$ cat config.mk
export PLATFORM = sky130hd
export DESIGN_NAME = q2r_divider
export DESIGN_NICKNAME = d
export VERILOG_FILES = /design/src/rtl/q2r_pkg.sv /design/src/rtl/q2r_divider.sv
export SDC_FILE = /design/constraint.sdc
export NUM_CORES = 2
export LEC_CHECK = 0
export BUFFER_PORTS_ARGS = -buffer_cell sky130_fd_sc_hd__buf_2
export CAP_MARGIN = 20
export CELL_PAD_IN_SITES_DETAIL_PLACEMENT = 1
export CELL_PAD_IN_SITES_GLOBAL_PLACEMENT = 1
export CORE_ASPECT_RATIO = 0.6
export CORE_UTILIZATION = 45
export CTS_CLUSTER_SIZE = 8
export DETAILED_ROUTE_END_ITERATION = 10
export GPL_TIMING_DRIVEN = 0
export PLACE_DENSITY_LB_ADDON = 0.1
export SYNTH_ARGS = -nofsm -noshare
export SYNTH_HDL_FRONTEND = slang
export SYNTH_SLANG_ARGS = --single-unit
export TNS_END_PERCENT = 5
$ cat constraint.sdc
create_clock -name clk -period 6 [get_ports clk]
set_clock_uncertainty 0.1 [all_clocks]
set_input_delay 0.6 -clock clk [delete_from_list [all_inputs] [get_ports clk]]
set_output_delay 0.6 -clock clk [all_outputs]
set_load 0.05 [all_outputs]
$ cat src/rtl/q2r_pkg.sv
// q2r_pkg: shared types and constants for the quaternion to rotation matrix block
// no dependencies
`timescale 1ns / 1ps
package q2r_pkg;

  localparam int IN_W = 16;
  localparam int OUT_W = 16;

  typedef struct packed {
    logic signed [IN_W-1:0] quat_x;
    logic signed [IN_W-1:0] quat_y;
    logic signed [IN_W-1:0] quat_z;
    logic signed [IN_W-1:0] quat_w;
  } quat_t;

  typedef struct packed {
    logic signed [OUT_W-1:0] col0_row0;
    logic signed [OUT_W-1:0] col0_row1;
    logic signed [OUT_W-1:0] col0_row2;
    logic signed [OUT_W-1:0] col1_row0;
    logic signed [OUT_W-1:0] col1_row1;
    logic signed [OUT_W-1:0] col1_row2;
    logic signed [OUT_W-1:0] col2_row0;
    logic signed [OUT_W-1:0] col2_row1;
    logic signed [OUT_W-1:0] col2_row2;
    logic                    zero_norm;
  } matrix_t;

  // pipeline stall control handed to each stage
  typedef struct packed {
    logic advance;
  } stage_ctl_t;

endpackage

$ cat src/rtl/q2r_divider.sv
// q2r_divider: pipelined restoring divider, one quotient bit per stage but the last, which rounds;
// gives round(mag * 2^FRAC / n) with ties away from zero; uses q2r_pkg
`timescale 1ns / 1ps
module q2r_divider #(
  parameter int NW = 34,
  parameter int FRAC = 14,
  parameter int SW = 8
) (
  input  logic                clk,
  input  logic                rst,
  input  q2r_pkg::stage_ctl_t ctl,
  input  logic                in_valid,
  input  logic [NW-1:0]       mag,
  input  logic [NW-1:0]       den,
  input  logic                neg,
  input  logic [SW-1:0]       side,
  output logic                out_valid,
  output logic [FRAC:0]       quot,
  output logic                quot_neg,
  output logic [SW-1:0]       out_side
);
  localparam int ST = FRAC + 2;

  // stage 0 takes the integer bit, stages 1..FRAC fractional bits, last rounds
  logic [NW-1:0] r     [ST+1];
  logic [NW-1:0] d     [ST+1];
  logic [FRAC+1:0] q   [ST+1];
  logic          v     [ST+1];
  logic          s     [ST+1];
  logic [SW-1:0] sd    [ST+1];

  assign r[0]  = mag;
  assign d[0]  = den;
  assign q[0]  = '0;
  assign v[0]  = in_valid;
  assign s[0]  = neg;
  assign sd[0] = side;

  for (genvar k = 0; k < ST; k++) begin : g_st
    logic [NW-1:0] rn;
    logic [FRAC+1:0] qn;
    always_comb begin
      rn = r[k];
      qn = q[k];
      if (k == 0) begin
        if (r[k] >= d[k]) begin
          qn = {{(FRAC+1){1'b0}}, 1'b1};
          rn = r[k] - d[k];
        end
      end else if (k <= FRAC) begin
        if (r[k] >= d[k] - r[k]) begin
          qn = {q[k][FRAC:0], 1'b1};
          rn = r[k] - (d[k] - r[k]);
        end else begin
          qn = {q[k][FRAC:0], 1'b0};
          rn = r[k] + r[k];
        end
      end else begin
        if (r[k] >= d[k] - r[k]) qn = q[k] + 1'b1;
      end
    end
    always_ff @(posedge clk) begin
      if (rst) begin
        v[k+1] <= 1'b0;
      end else if (ctl.advance) begin
        v[k+1] <= v[k];
      end
      if (ctl.advance) begin
        r[k+1]  <= rn;
        d[k+1]  <= d[k];
        q[k+1]  <= qn;
        s[k+1]  <= s[k];
        sd[k+1] <= sd[k];
      end
    end
  end

  assign out_valid = v[ST];
  assign quot      = q[ST][FRAC:0];
  assign quot_neg  = s[ST];
  assign out_side  = sd[ST];

endmodule

# After elaboration in Yosys (flattened, before gate mapping)
# Cells that the tools add are included.
# word_totals
out_inout_bits	25
elab_cells	186
in_bits	81
ff_bits	1315
# classes
order_cmp	16
mux	31
n_addsub	45
# ops
op	n
$sub A34 B34 Y34	30
$ge A34 B34 Y1	16
$mux W34	15
$add A34 B34 Y34	14
$add A15 B1 Y15 const B	1
$mux W1	15
$mux W15	1

# Longest topological paths before layout
# depth
word_depth	3
depth_mapped	31
ltp_nobuf	29

# Worst setup path before layout
# Ideal clock, no wire load.
# synth_path
kind	register to register
from	register d[374] (netlist bit)
to	register r[341] (netlist bit), data pin
path_buffers	1
setup_slack_ps	203
t_arrival_ps	5438
stages_incl_launch_ff	30
setup_time_ps	260
synth_period_minus_slack_ps	5797
required_ps	5640
cell_sequence	edfxtp_1 -> inv_1 -> ha_1 -> inv_1 -> fa_1 -> a21o_1 -> a21oi_1 -> o21bai_1 -> o41ai_1 -> o21a_1 -> nand2b_1 -> o21ba_2 -> a21o_1 -> a21o_1 -> a21o_1 -> a21oi_1 -> xor2_1 -> ha_1 -> a21o_1 -> a21o_1 -> a21oi_1 -> nor2_1 -> a31oi_1 -> a21boi_1 -> a31oi_1 -> a41o_1 -> nor2b_1 -> a21oi_1 -> buf_2 -> mux2_2
# synth_between
elab_chain_cells	3
elab_cells_between_ends	4
cone_classes	add/sub (2); order compare (1); mux (1)
# synth_rtl
item	line	text
start, declared	q2r_divider.sv:26	logic [NW-1:0] d [ST+1];
start signal, assigned by index	q2r_divider.sv:70	d[k+1] <= d[k];
$sub A34 B34 Y34 *	n/a	
$sub A34 B34 Y34 or $ge A34 B34 Y1 (tied branches)	n/a	
$mux W34 *	q2r_divider.sv:51	if (r[k] >= d[k] - r[k]) begin
named net g_st[5].rn[1]	q2r_divider.sv:40	logic [NW-1:0] rn;
end signal, assigned by index	q2r_divider.sv:69	r[k+1] <= rn;
end, declared	q2r_divider.sv:25	logic [NW-1:0] r [ST+1];
# The timed path passes the listed nets; every way through them passes the cells marked *.
# A chain may end at the register's enable or synchronous reset.

# Worst setup path after layout
# layout_path
from	register d[306] (netlist bit)
to	register r[276] (netlist bit), data pin
# layout_between
elab_chain_cells	3
elab_cells_between_ends	4
cone_classes	add/sub (2); order compare (1); mux (1)
# layout_rtl
item	line
$sub A34 B34 Y34 *	n/a
$sub A34 B34 Y34 or $ge A34 B34 Y1 (tied branches)	n/a
$mux W34 *	q2r_divider.sv:51
named net g_st[7].rn[4]	q2r_divider.sv:40
# Marks and branches as above.

==> results.ini <==
[outcome]
outcome=finished, violations left
violations=negative setup slack

[min_path]
hold_class=in2reg
worstHoldStart=ctl
hold_end=sd[32]$_DFFE_PP_
min_path_cells=1

[sta]
min_period_ns=6.60
setup_viol=416
fin_crit_sh=1.10
slew_viol_final=0
fin_ws_ns=-0.598
clock.fmax_mhz=152
maxSlewHeadroom=0.183
final.setup.tns_ns=-121.78
worst_slew_pin_slew_ns=1.22
rsz0062_at_grt=true
hold_viol_final=0

[routing]
drc_errors=0
drtPass1Iterations=6
drt-total-wl_um=366000
vias=80700
ant_nets=0
wire_per_inst_um=27.7
first_iter_violations=9557
via_per_inst=6.11

[floorplan]
die_h_um=360
row_count=130
dieArea_mm2=0.215
boundaryPins=106
start_util=0.455
core_area_mm2=0.211
die_w_um=598

[setup_path]
crit_path_end_kind=flop
startpoint_type=flop
r2r_cells=25
r2r_setup_slack_ns=-0.60
worst_r2r_endpoint=r[276]$_DFFE_PP_
arrival_ns=7.14
required_ns=6.54
r2r_start=d[306]$_DFFE_PP_
crit_type=reg2reg
crit_path_max_fanout=6

[grt]
grt_pass1_vias=76900
antenna_found_initial=12
grt_max_degree=159
track_usage=0.328
grt_pass1_wl_um=528000
grt-ovfl-total=0

[synthesis]
synth_commonest_cells=edfxtp_1 (1299), ha_1 (1040), a21oi_1 (1021), inv_1 (829), nand2_1 (680)
synth-seq-cells=1315
syn_area_mm2=0.0959
synth_top_flop_cell=edfxtp_1
netlist_instances=9726
syn-num-nets=10900
yosysWarningCount=0
yosysUniqueCellTypes=96
synth_area_leaders=edfxtp_1 (41%), ha_1 (14%), a21oi_1 (5.3%), a21o_1 (4.4%), xnor2_1 (4.4%)
syn_area_per_cell_um2=9.86
async_flop_share=0
synth_area_leader_cell=edfxtp_1
yosysSeqAreaShare=0.410
synth-edff-count=1299
synth_most_common_cell=edfxtp_1
yosysTopAreaCellShare=0.407

[place]
port_buffers=104
dp_hpwl_um=284000
gp_congestion=1.01

[cells_and_area]
nNetsFinal=11500
drive_above_1_share=0.135
syn_to_final_growth_pct=18.3

[clock_tree]
cts.clk_slew.worst_paths_ns=0.05
cts_tree=yes
cts_made_buffers=190
root_buffer=clkbuf_16
clock-sinks=1315
clkLatencyLatePin_ns=0.88
cts.path.max_buffers=4
htree_levels=4

[flow_run]
drv_cap=0

## metrics by stage
step	instance area (um2)	utilization	cells	worst slack [ns]	hold WS (ns)
after floorplan	95900	-	9726	0.203	0.300
after global placement	100000	0.475	12700	-17.40	0.300
after detailed placement	101000	0.478	12700	-3.34	0.305
after CTS	111000	0.526	13100	-0.396	0.0327
after global routing	114000	0.539	13200	-0.731	0.0471
final	114000	0.539	13200	-0.598	0.0198
## cell type report
type,instances,area (um2)
sequential,1315,39300
clock inverter,5,65.1
multi-input combinational,7379,56500
clock buffer,212,4900
tap,2838,3550
fill,22900,97100
timing repair buffer,442,4130
inverter,829,3130
buffer,182,1880
antenna,6,15.0
## cells in the final DEF (no fill, tap or decap), types with 74 or more instances in the layout
cell / count
a21o_1: 563
a21oi_1: 904
a21oi_2: 85
and3_1: 74
buf_2: 115
buf_4: 215
clkbuf_1: 74
clkbuf_16: 205
edfxtp_1: 1299
ha_1: 979
inv_1: 808
mux2i_1: 75
nand2_1: 641
nand2b_1: 162
nand3_1: 146
nand4_1: 120
nor2_1: 511
nor2b_1: 133
o21a_1: 91
o21ai_0: 569
o21ai_1: 76
o21bai_1: 130
xnor2_1: 475
xor2_1: 439
## worst max-delay path: stages (launching register included)
cell	delay (ns)
edfxtp_1	0.40
inv_1	0.08
ha_2	0.19
inv_2	0.04
fa_2	0.36
a211oi_4	0.26
o21a_4	0.22
o22ai_4	0.09
o211ai_1	0.18
buf_4	0.16
a211o_1	0.19
nand2_2	0.09
a21oi_2	0.14
o21bai_1	0.09
xnor2_1	0.15
ha_1	0.33
nand4_1	0.32
nor3_4	0.46
nand4_1	0.88
a211o_1	0.61
a21boi_2	0.24
o21ai_2	0.09
nand2b_4	0.10
buf_12	0.18
clkbuf_16	0.19
mux2i_1	0.22
## logic make-up (layout without fill, tap and decap cells)
| group | count (synthesis) | count (layout) | synth area share |
|---|---|---|---|
| xor gates and xnor gates | 922 | 922 | 0.0842 |
| DFF | 1315 | 1315 | 0.410 |
| and+or+nand+nor | 2208 | 2208 | 0.110 |
| buffers and inverters | 1032 | 1670 | 0.0427 |
| muxes | 107 | 107 | 0.0115 |
| other | 0 | 6 | 0 |
| adders and majority gates | 1070 | 1070 | 0.142 |
| AOI/OAI and AO/OA | 3072 | 3072 | 0.200 |
## flip-flops by register name, summed over array words and instances, names as in the netlist, 15 cells and up
signal / count
d: 510
g_st.rn: 34
q: 120
quot: 15
r: 476
s: 15
sd: 120
v: 15
## worst max path at each step
| stage | start | endpoint | slack [ns] |
|---|---|---|---|
| 6_report | d[306]$_DFFE_PP_ | r[276]$_DFFE_PP_ | -0.60 |
| 5_1_grt | d[306]$_DFFE_PP_ | r[276]$_DFFE_PP_ | -0.73 |
| 4_1_cts | d[306]$_DFFE_PP_ | r[287]$_DFFE_PP_ | -0.40 |
| 3_5_place_dp | d[442]$_DFFE_PP_ | r[433]$_DFFE_PP_ | -3.34 |
| 3_3_place_gp | ctl | d[477]$_DFFE_PP_ | -17.40 |
| 2_1_floorplan | d[374]$_DFFE_PP_ | r[341]$_DFFE_PP_ | 0.20 |
## routing by layer
metal  global-route usage  wire length, um  part of all wire  up-vias
met2                0.324           108000              0.29     3210
met4               0.0339             3270            0.0089        4
met3                0.149            53600              0.15      233
met5              0.00866              271           0.00074        -
met1                0.584           201000              0.55    40500
li1                     -                -                 -    36800
## repair_timing
item	4_1_cts	5_1_grt
gates cloned	6	9
hold buffers	70	0
hold endpoints to repair	75	0
pin swaps	186	189
endpoints found under the setup margin	505	507
buffers inserted	133	73
gates resized for setup	771	488
Power is left out: the tool's default activity adds up to more than one toggle a clock period on the data nets, which glitch-free logic cannot reach.
